==> src/pls_pkg.sv <==
`default_nettype none
package pls_pkg;

  localparam int POS_W = 6;

  typedef enum logic [2:0] {
    K_INS_FRONT = 3'd0,
    K_INS_END   = 3'd1,
    K_INS_POS   = 3'd2,
    K_DEL_FRONT = 3'd3,
    K_DEL_END   = 3'd4,
    K_DEL_POS   = 3'd5,
    K_READ      = 3'd6
  } kind_t;

  typedef enum logic [2:0] {
    ST_OK      = 3'd0,
    ST_EMPTY   = 3'd1,
    ST_INVALID = 3'd2,
    ST_BOUNDS  = 3'd3,
    ST_FULL    = 3'd4
  } status_t;

  typedef enum logic [1:0] {
    CELL_HOLD,
    CELL_INS,
    CELL_DEL,
    CELL_ROT
  } cell_op_t;

  typedef struct packed {
    cell_op_t         op;
    logic [POS_W-1:0] pos;
    logic [POS_W-1:0] last;
  } cell_ctrl_t;

  typedef enum logic {
    S_IDLE,
    S_READ
  } state_t;

endpackage
`default_nettype wire

==> src/pls_if.sv <==
`default_nettype none
interface pls_cmd_if;
  logic        valid;
  logic        ready;
  logic [2:0]  kind;
  logic [5:0]  slot;
  logic signed [31:0] item_value;

  modport source (output valid, kind, slot, item_value, input ready);
  modport sink   (input valid, kind, slot, item_value, output ready);
endinterface

interface pls_res_if;
  logic        valid;
  logic        ready;
  logic [2:0]  status;
  logic signed [31:0] element;
  logic        final_res;
  logic [5:0]  length;

  modport source (output valid, status, element, final_res, length, input ready);
  modport sink   (input valid, status, element, final_res, length, output ready);
endinterface
`default_nettype wire

==> src/positional_list_store.sv <==
// Ordered list of signed 32-bit values, up to CAPACITY entries.
// cmd channel (sink): kind, slot, item_value. res channel (source): status,
// element, final_res, length. A word moves when valid and ready are high.
// Each non-read command takes effect in the cycle it is accepted; its
// status word is registered and shows on res the next cycle.
// Non-read commands sustain 1 command per cycle while res is taken.
// A read-out of N elements streams N words, one per cycle while res is
// taken, by rotating the cell row toward cell 0; after N steps the row is
// back in order. cmd is not accepted during the read-out; the command
// enters S_READ, which then registers each word (an empty list gives a
// single ST_EMPTY word). The rate is set by the output register: one word
// leaves per cycle while res is taken. When res stalls, the output word
// holds and cmd ready drops; the row does not move until the word is taken.
// Reset (rst, synchronous) empties the list and drops res valid; entry
// contents are not cleared.
`default_nettype none
module positional_list_store #(
  parameter int CAPACITY = 32
) (
  input  wire       clk,
  input  wire       rst,
  pls_cmd_if.sink   cmd,
  pls_res_if.source res
);

  localparam int CW = $clog2(CAPACITY + 1);
  localparam int WW = (CW > 6 ? CW : 6) + 1;
  localparam int PW = pls_pkg::POS_W;

  pls_pkg::state_t     state, state_next;
  logic [CW-1:0]       occ, occ_next;
  logic [PW-1:0]       rd_cnt, rd_cnt_next;
  pls_pkg::cell_ctrl_t ctrl;

  logic                ovalid, ovalid_next;
  pls_pkg::status_t    ostatus, ostatus_next;
  logic signed [31:0]  oelem, oelem_next;
  logic                ofinal, ofinal_next;

  logic signed [31:0]  head;
  logic                out_free, accept, rd_last;
  logic [WW-1:0]       slot_w, occ_w;
  logic                full, empty;

  pls_chain #(.CAPACITY(CAPACITY)) u_chain (
    .clk   (clk),
    .ctrl  (ctrl),
    .ins_d (cmd.item_value),
    .head  (head)
  );

  assign out_free  = !ovalid || res.ready;
  assign cmd.ready = (state == pls_pkg::S_IDLE) && out_free;
  assign accept    = cmd.valid && cmd.ready;
  assign slot_w    = WW'(cmd.slot);
  assign occ_w     = WW'(occ);
  assign full      = occ_w >= WW'(CAPACITY);
  assign empty     = occ == '0;
  assign rd_last   = rd_cnt == PW'(occ - CW'(1));

  always_comb begin
    state_next   = state;
    occ_next     = occ;
    rd_cnt_next  = rd_cnt;
    ctrl.op      = pls_pkg::CELL_HOLD;
    ctrl.pos     = '0;
    ctrl.last    = PW'(occ - CW'(1));
    ovalid_next  = ovalid && !res.ready;
    ostatus_next = ostatus;
    oelem_next   = oelem;
    ofinal_next  = ofinal;

    unique case (state)
      pls_pkg::S_IDLE: begin
        if (accept) begin
          ovalid_next  = 1'b1;
          ostatus_next = pls_pkg::ST_OK;
          oelem_next   = '0;
          ofinal_next  = 1'b1;
          unique case (cmd.kind)
            pls_pkg::K_INS_FRONT: begin
              if (full) ostatus_next = pls_pkg::ST_FULL;
              else begin
                ctrl.op  = pls_pkg::CELL_INS;
                ctrl.pos = '0;
                occ_next = occ + CW'(1);
              end
            end
            pls_pkg::K_INS_END: begin
              if (full) ostatus_next = pls_pkg::ST_FULL;
              else begin
                ctrl.op  = pls_pkg::CELL_INS;
                ctrl.pos = PW'(occ);
                occ_next = occ + CW'(1);
              end
            end
            pls_pkg::K_INS_POS: begin
              if (cmd.slot == '0) ostatus_next = pls_pkg::ST_INVALID;
              else if (full) ostatus_next = pls_pkg::ST_FULL;
              else if (slot_w > occ_w + WW'(1)) ostatus_next = pls_pkg::ST_BOUNDS;
              else begin
                ctrl.op  = pls_pkg::CELL_INS;
                ctrl.pos = cmd.slot - PW'(1);
                occ_next = occ + CW'(1);
              end
            end
            pls_pkg::K_DEL_FRONT: begin
              if (empty) ostatus_next = pls_pkg::ST_EMPTY;
              else begin
                ctrl.op  = pls_pkg::CELL_DEL;
                ctrl.pos = '0;
                occ_next = occ - CW'(1);
              end
            end
            pls_pkg::K_DEL_END: begin
              if (empty) ostatus_next = pls_pkg::ST_EMPTY;
              else occ_next = occ - CW'(1);
            end
            pls_pkg::K_DEL_POS: begin
              if (cmd.slot == '0) ostatus_next = pls_pkg::ST_INVALID;
              else if (empty) ostatus_next = pls_pkg::ST_EMPTY;
              else if (slot_w > occ_w) ostatus_next = pls_pkg::ST_BOUNDS;
              else begin
                ctrl.op  = pls_pkg::CELL_DEL;
                ctrl.pos = cmd.slot - PW'(1);
                occ_next = occ - CW'(1);
              end
            end
            pls_pkg::K_READ: begin
              if (empty) ostatus_next = pls_pkg::ST_EMPTY;
              else begin
                ovalid_next = 1'b0;
                rd_cnt_next = '0;
                state_next  = pls_pkg::S_READ;
              end
            end
            default: ostatus_next = pls_pkg::ST_INVALID;
          endcase
        end
      end
      pls_pkg::S_READ: begin
        if (out_free) begin
          ovalid_next  = 1'b1;
          ostatus_next = pls_pkg::ST_OK;
          oelem_next   = head;
          ofinal_next  = rd_last;
          ctrl.op      = pls_pkg::CELL_ROT;
          rd_cnt_next  = rd_cnt + PW'(1);
          if (rd_last) state_next = pls_pkg::S_IDLE;
        end
      end
      default: state_next = pls_pkg::S_IDLE;
    endcase
  end

  always_ff @(posedge clk) begin
    if (rst) begin
      state  <= pls_pkg::S_IDLE;
      occ    <= '0;
      ovalid <= 1'b0;
      rd_cnt <= '0;
    end else begin
      state  <= state_next;
      occ    <= occ_next;
      ovalid <= ovalid_next;
      rd_cnt <= rd_cnt_next;
    end
  end

  always_ff @(posedge clk) begin
    ostatus <= ostatus_next;
    oelem   <= oelem_next;
    ofinal  <= ofinal_next;
  end

  assign res.valid     = ovalid;
  assign res.status    = ostatus;
  assign res.element   = oelem;
  assign res.final_res = ofinal;
  assign res.length    = 6'(occ);

`ifndef NO_ASSERTIONS
  a_occ_bound: assert property (@(posedge clk) disable iff (rst)
    occ_w <= WW'(CAPACITY))
    else $error("occupancy above capacity");

  a_cmd_gives_word: assert property (@(posedge clk) disable iff (rst)
    accept && !(cmd.kind == pls_pkg::K_READ && !empty) |=> res.valid && res.final_res)
    else $error("command without final status word");

  a_read_holds_occ: assert property (@(posedge clk) disable iff (rst)
    state == pls_pkg::S_READ |=> occ == $past(occ))
    else $error("occupancy moved during read-out");

  a_nonfinal_in_read: assert property (@(posedge clk) disable iff (rst)
    res.valid && !res.final_res |-> state == pls_pkg::S_READ)
    else $error("non-final word outside read-out");
`endif

endmodule
`default_nettype wire

==> src/pls_cell.sv <==
`default_nettype none
module pls_cell #(
  parameter int IDX = 0
) (
  input  wire                      clk,
  input  wire pls_pkg::cell_ctrl_t ctrl,
  input  wire logic signed [31:0]  left_d,
  input  wire logic signed [31:0]  right_d,
  input  wire logic signed [31:0]  head_d,
  input  wire logic signed [31:0]  ins_d,
  output logic signed [31:0]       q
);

  localparam logic [pls_pkg::POS_W-1:0] MY_IDX = pls_pkg::POS_W'(IDX);

  always_ff @(posedge clk) begin
    unique case (ctrl.op)
      pls_pkg::CELL_HOLD: ;
      pls_pkg::CELL_INS: begin
        if (MY_IDX > ctrl.pos) q <= left_d;
        else if (MY_IDX == ctrl.pos) q <= ins_d;
      end
      pls_pkg::CELL_DEL: begin
        if (MY_IDX >= ctrl.pos) q <= right_d;
      end
      pls_pkg::CELL_ROT: begin
        if (MY_IDX < ctrl.last) q <= right_d;
        else if (MY_IDX == ctrl.last) q <= head_d;
      end
      default: ;
    endcase
  end

endmodule
`default_nettype wire

==> src/pls_chain.sv <==
`default_nettype none
module pls_chain #(
  parameter int CAPACITY = 32
) (
  input  wire                      clk,
  input  wire pls_pkg::cell_ctrl_t ctrl,
  input  wire logic signed [31:0]  ins_d,
  output logic signed [31:0]       head
);

  logic signed [31:0] q [CAPACITY];

  assign head = q[0];

  for (genvar i = 0; i < CAPACITY; i++) begin : g_cell
    logic signed [31:0] left_d;
    logic signed [31:0] right_d;

    if (i == 0) begin : g_first
      assign left_d = ins_d;
    end else begin : g_mid
      assign left_d = q[i-1];
    end

    if (i == CAPACITY - 1) begin : g_last
      assign right_d = '0;
    end else begin : g_inner
      assign right_d = q[i+1];
    end

    pls_cell #(.IDX(i)) u_cell (
      .clk     (clk),
      .ctrl    (ctrl),
      .left_d  (left_d),
      .right_d (right_d),
      .head_d  (q[0]),
      .ins_d   (ins_d),
      .q       (q[i])
    );
  end

endmodule
`default_nettype wire
==> src/flat_wrapper.sv <==
// flat-port wrapper written by rule: the top's interface ports become plain ports
module positional_list_store_flat 
#(
  parameter int CAPACITY = 32
)
  (clk, rst, cmd_valid, cmd_kind, cmd_slot, cmd_item_value, cmd_ready, res_valid, res_status, res_element, res_final_res, res_length, res_ready);
  pls_cmd_if cmd_i ();
  pls_res_if res_i ();
  input  wire clk;
  input  wire rst;
  input wire logic [$bits(cmd_i.valid)-1:0] cmd_valid;
  input wire logic [$bits(cmd_i.kind)-1:0] cmd_kind;
  input wire logic [$bits(cmd_i.slot)-1:0] cmd_slot;
  input wire logic [$bits(cmd_i.item_value)-1:0] cmd_item_value;
  output wire logic [$bits(cmd_i.ready)-1:0] cmd_ready;
  output wire logic [$bits(res_i.valid)-1:0] res_valid;
  output wire logic [$bits(res_i.status)-1:0] res_status;
  output wire logic [$bits(res_i.element)-1:0] res_element;
  output wire logic [$bits(res_i.final_res)-1:0] res_final_res;
  output wire logic [$bits(res_i.length)-1:0] res_length;
  input wire logic [$bits(res_i.ready)-1:0] res_ready;
  assign cmd_i.valid = cmd_valid;
  assign cmd_i.kind = cmd_kind;
  assign cmd_i.slot = cmd_slot;
  assign cmd_i.item_value = cmd_item_value;
  assign cmd_ready = cmd_i.ready;
  assign res_valid = res_i.valid;
  assign res_status = res_i.status;
  assign res_element = res_i.element;
  assign res_final_res = res_i.final_res;
  assign res_length = res_i.length;
  assign res_i.ready = res_ready;
  positional_list_store #(.CAPACITY(CAPACITY)) u_core (.clk(clk), .rst(rst), .cmd(cmd_i), .res(res_i));
endmodule
==> config.mk <==
export PLATFORM = sky130hd
export DESIGN_NAME = positional_list_store_flat
export DESIGN_NICKNAME = d
export VERILOG_FILES = /design/src/pls_pkg.sv /design/src/pls_if.sv /design/src/positional_list_store.sv /design/src/pls_cell.sv /design/src/pls_chain.sv /design/src/flat_wrapper.sv
export SDC_FILE = /design/constraint.sdc
export NUM_CORES = 2
export LEC_CHECK = 0
export BUFFER_PORTS_ARGS = -buffer_cell sky130_fd_sc_hd__buf_2
export CORE_MARGIN = 1.5
export CORE_UTILIZATION = 45
export CTS_CLUSTER_SIZE = 16
export DETAILED_ROUTE_END_ITERATION = 10
export PLACE_DENSITY = 0.64
export SLEW_MARGIN = 20
export SYNTH_ARGS = -nofsm -noshare
export SYNTH_HDL_FRONTEND = slang
export SYNTH_SLANG_ARGS = --single-unit
==> constraint.sdc <==
create_clock -name clk -period 9.05 [get_ports clk]
set_input_delay 0.4525 -clock clk [delete_from_list [all_inputs] [get_ports clk]]
set_output_delay 0.4525 -clock clk [all_outputs]
set_load 0.01 [all_outputs]
==> results.sh <==
export IMPL_grt_max_degree=220
export IMPL_worstMarginPinSlew_ns=1.28
export IMPL_setup_viol=0
export IMPL_seq_power_share_pct=46.3
export IMPL_min_period_ns=7.59
export IMPL_crit_type="flop to flop"
export IMPL_drt_iter0_markers=9781
export IMPL_path_buf_inv=3
export IMPL_hp_class="input port to flop"
export IMPL_synthesis_nets=5457
export IMPL_nets=5138
export IMPL_fin_worst_skew_ns=0.0387
export IMPL_avgSynthCellArea_um2=11.1
export IMPL_grt_pass1_wl_mm=355
export IMPL_pwr_share_clk_pct=34.0
export IMPL_synth_cells=5392
export IMPL_clockBufferDepth=3
export IMPL_grt_pass1_vias=48300
export IMPL_switching_share_pct=32.2
export IMPL_setup_tns_final_ns=0
export IMPL_first_pass_iters=9
export IMPL_clock_latency_ns=0.76
export IMPL_clockRootBuffer="clkbuf_16"
export IMPL_synth_edff_count=1060
export IMPL_slew_violations=0
export IMPL_ios=89
export IMPL_remaining_drc_errors=0
export IMPL_drive_gt1_share_pct=11.3
export IMPL_p_sw_w=0.00459
export IMPL_hold_viol=0
export IMPL_start_kind="flop"
export IMPL_antenna_left=0
export IMPL_leakage_nw=22.1
export IMPL_core_area_mm2=0.132
export IMPL_cp_end_kind="flop"
export IMPL_synth_area_leaders="edfxtp_1 (53%), mux2i_1 (9.6%), o221ai_1 (7.4%), a22oi_1 (5.2%), nand2_1 (4.4%)"
export IMPL_synthArstFlopShare_pct=0
export IMPL_fmax_mhz=132
export IMPL_slowest_stage="a22o_2"
export IMPL_ys_types=76
export IMPL_p_int_w=0.00966
export IMPL_ys_ff_latch=1074
export IMPL_critical_path_max_stage_delay_ns=0.94
export IMPL_yosysWarnings=0
export IMPL_vias_per_cell=7.57
export IMPL_cts_tree="built"
export IMPL_fill_cells=11700
export IMPL_regArea_mm2=0.0321
export IMPL_drt_wl_total_mm=252
export IMPL_hpwl_mm=151
export IMPL_multi_input_area_mm2=0.0260
export IMPL_syn_area_mm2=0.0599
export IMPL_relSlewSlack_pct=14.4
export IMPL_antenna_found_initial=5
export IMPL_clock_sinks=1074
export IMPL_die_y_um=368
export IMPL_path_cells="inv_1, ha_1, inv_1, ha_1, nand3b_1, a21oi_1, o211ai_2, nor3b_2, o21ba_2, or2_0, or4_2, and2_2, buf_4, a22o_2"
export IMPL_area_growth_pct=9.76
export IMPL_num_vias=52600
export IMPL_p_comb_share_pct=19.7
export IMPL_wire_per_inst_um=36.3
export IMPL_arrival_ns=7.94
export IMPL_finalCritPeriodShare_pct=83.9
export IMPL_die_w_um=368
export IMPL_cts_buffers=118
export IMPL_utilization_pct=49.9
export IMPL_grt_overflow_total=0
export IMPL_rsz0062_at_grt="false"
export IMPL_required_ns=9.40
export IMPL_synthFlopType="edfxtp_1"
export IMPL_synth_most_common_cell="edfxtp_1"
export IMPL_vdd_drop_max_v=0.000160
export IMPL_cts_setup_buffers=0
export IMPL_cts_max_level=3
export IMPL_grt_use_total_pct=35.7
export IMPL_yosysSeqAreaShare_pct=53.6
export IMPL_start_util_pct=45.5
export IMPL_gp_congestion=0.997
export IMPL_synth_common_cells="edfxtp_1 (1060), nand2_1 (706), mux2i_1 (576), clkbuf_1 (508), o221ai_1 (508)"
export IMPL_path_delay_family="compound AO/OA/AOI/OAI gates"
export IMPL_yosysTopAreaCellShare_pct=53.1
export IMPL_p_per_area_mw_per_mm2=217
export IMPL_maxCapViolations=0
export IMPL_synth_largest_area_cell="edfxtp_1"
export IMPL_port_buffer_count=88
export IMPL_placementRows=133
export IMPL_clk_pin_slew_ns=0.06
export IMPL_status="finished clean"
export IMPL_die_area_mm2=0.135
export IMPL_cp_max_fo=33
==> worst reg2reg max path, cell delays in order (launching register included) <==
cell      delay, ns
dfxtp_1        0.85
inv_1          0.29
ha_1           0.83
inv_1          0.26
ha_1           0.35
nand3b_1       0.09
a21oi_1        0.07
o211ai_2       0.46
nor3b_2        0.60
o21ba_2        0.58
or2_0          0.18
or4_2          0.78
and2_2         0.30
buf_4          0.58
a22o_2         0.95
==> cell usage in the layout, fill, tap and decap left out, types with 8 or more instances in the layout <==
cell type,instances
diode_2,13
nand2_1,676
o211ai_1,326
and2_1,34
edfxtp_1,1060
nand3_1,371
buf_4,136
xnor2_1,17
a211oi_1,8
dfxtp_1,13
o21ai_0,146
a22oi_1,415
ha_1,20
a221o_1,32
mux2i_1,576
xor2_1,9
nand4_1,37
clkinv_2,25
o211ai_2,31
nor2_4,12
and3_2,8
nand2_2,27
buf_2,88
a21oi_4,17
clkbuf_1,23
a21oi_1,62
o221ai_1,508
and3_1,39
o21ai_4,19
inv_1,15
nor2_1,80
clkinv_1,28
nor3_1,18
bufinv_16,8
clkbuf_16,120
nand2b_1,8
==> layout make-up <==
class,instances,area share [%]
flip-flops and latches,1074,48.8
clock inverters,71,0.868
repair buffers,230,2.41
diodes,13,0.0495
multi-input cells,3634,39.6
inverters,15,0.0856
well taps,1755,3.34
clock buffers,148,4.80
==> power by group through the flow <==
stage               Combinational [W]  Sequential, W  Clock [W]
floorplan                     0.00162        0.00650          0
global placement              0.00261        0.00665          0
detailed placement            0.00267        0.00665          0
CTS                           0.00267        0.00656    0.00481
global route                  0.00289        0.00661    0.00498
finish                        0.00280        0.00660    0.00485
==> final timing paths <==
check	from	endpoint	slack, ns	cells after the start
worst max-delay path	u_core.res.length[0]	u_core.u_chain.g_cell[16].u_cell.q[0]	1.46	14
worst min-delay path	rst	u_core.res.length[1]	0.08	2
worst max register to register	u_core.res.length[0]	u_core.u_chain.g_cell[16].u_cell.q[0]	1.46	14
worst min register to register	u_core.rd_cnt[5]	u_core.rd_cnt[5]	0.54	2
==> cell families (layout without fill, tap and decap cells) <==
logic type | after synthesis | in the layout | share of synthesized area [%]
mux | 576 | 576 | 9.62
flops | 1074 | 1074 | 53.6
simple gates | 1358 | 1358 | 10.1
other cells | 0 | 13 | 0
xor+xnor | 28 | 28 | 0.409
compound gates | 1652 | 1652 | 21.3
buf+inv | 684 | 464 | 4.57
fa+ha+maj | 20 | 20 | 0.418
==> layer usage <==
layer	wire length [µm]	vias up	GRT usage (%)
li1	-	21000	-
met1	95000	25800	49.7
met2	102000	5019	49.5
met3	42200	776	13.0
met4	12300	0	15.5
met5	0	-	0
==> state kept, by name (all words and copies together), names as in the netlist <==
name	cells
u_core.rd_cnt	6
u_core.res.element	32
u_core.res.final_res	1
u_core.res.length	6
u_core.res.status	3
u_core.res.valid	1
u_core.state	1
u_core.u_chain.g_cell.u_cell.q	1024
==> metrics by stage <==
step / cells / power [W] / worst slack, ns / instance area (µm²) / hold WS [ns]
2_1_floorplan: 5392 / 0.00812 / 0.461 / 59900 / 0.500
6_report: 6940 / 0.0142 / 1.46 / 65800 / 0.0776
3_3_place_gp: 6705 / 0.00925 / 1.90 / 61900 / 0.529
3_5_place_dp: 6706 / 0.00932 / 1.70 / 61900 / 0.529
4_1_cts: 6926 / 0.0140 / 1.68 / 65700 / 0.0382
5_1_grt: 6931 / 0.0145 / 1.20 / 65700 / 0.0885
==> repair_timing <==
item                      in CTS  in global routing
gates resized for setup        0                  0
hold endpoints to repair       1                  0
hold buffers                   1                  0
(Power assumes the default switching activity.)
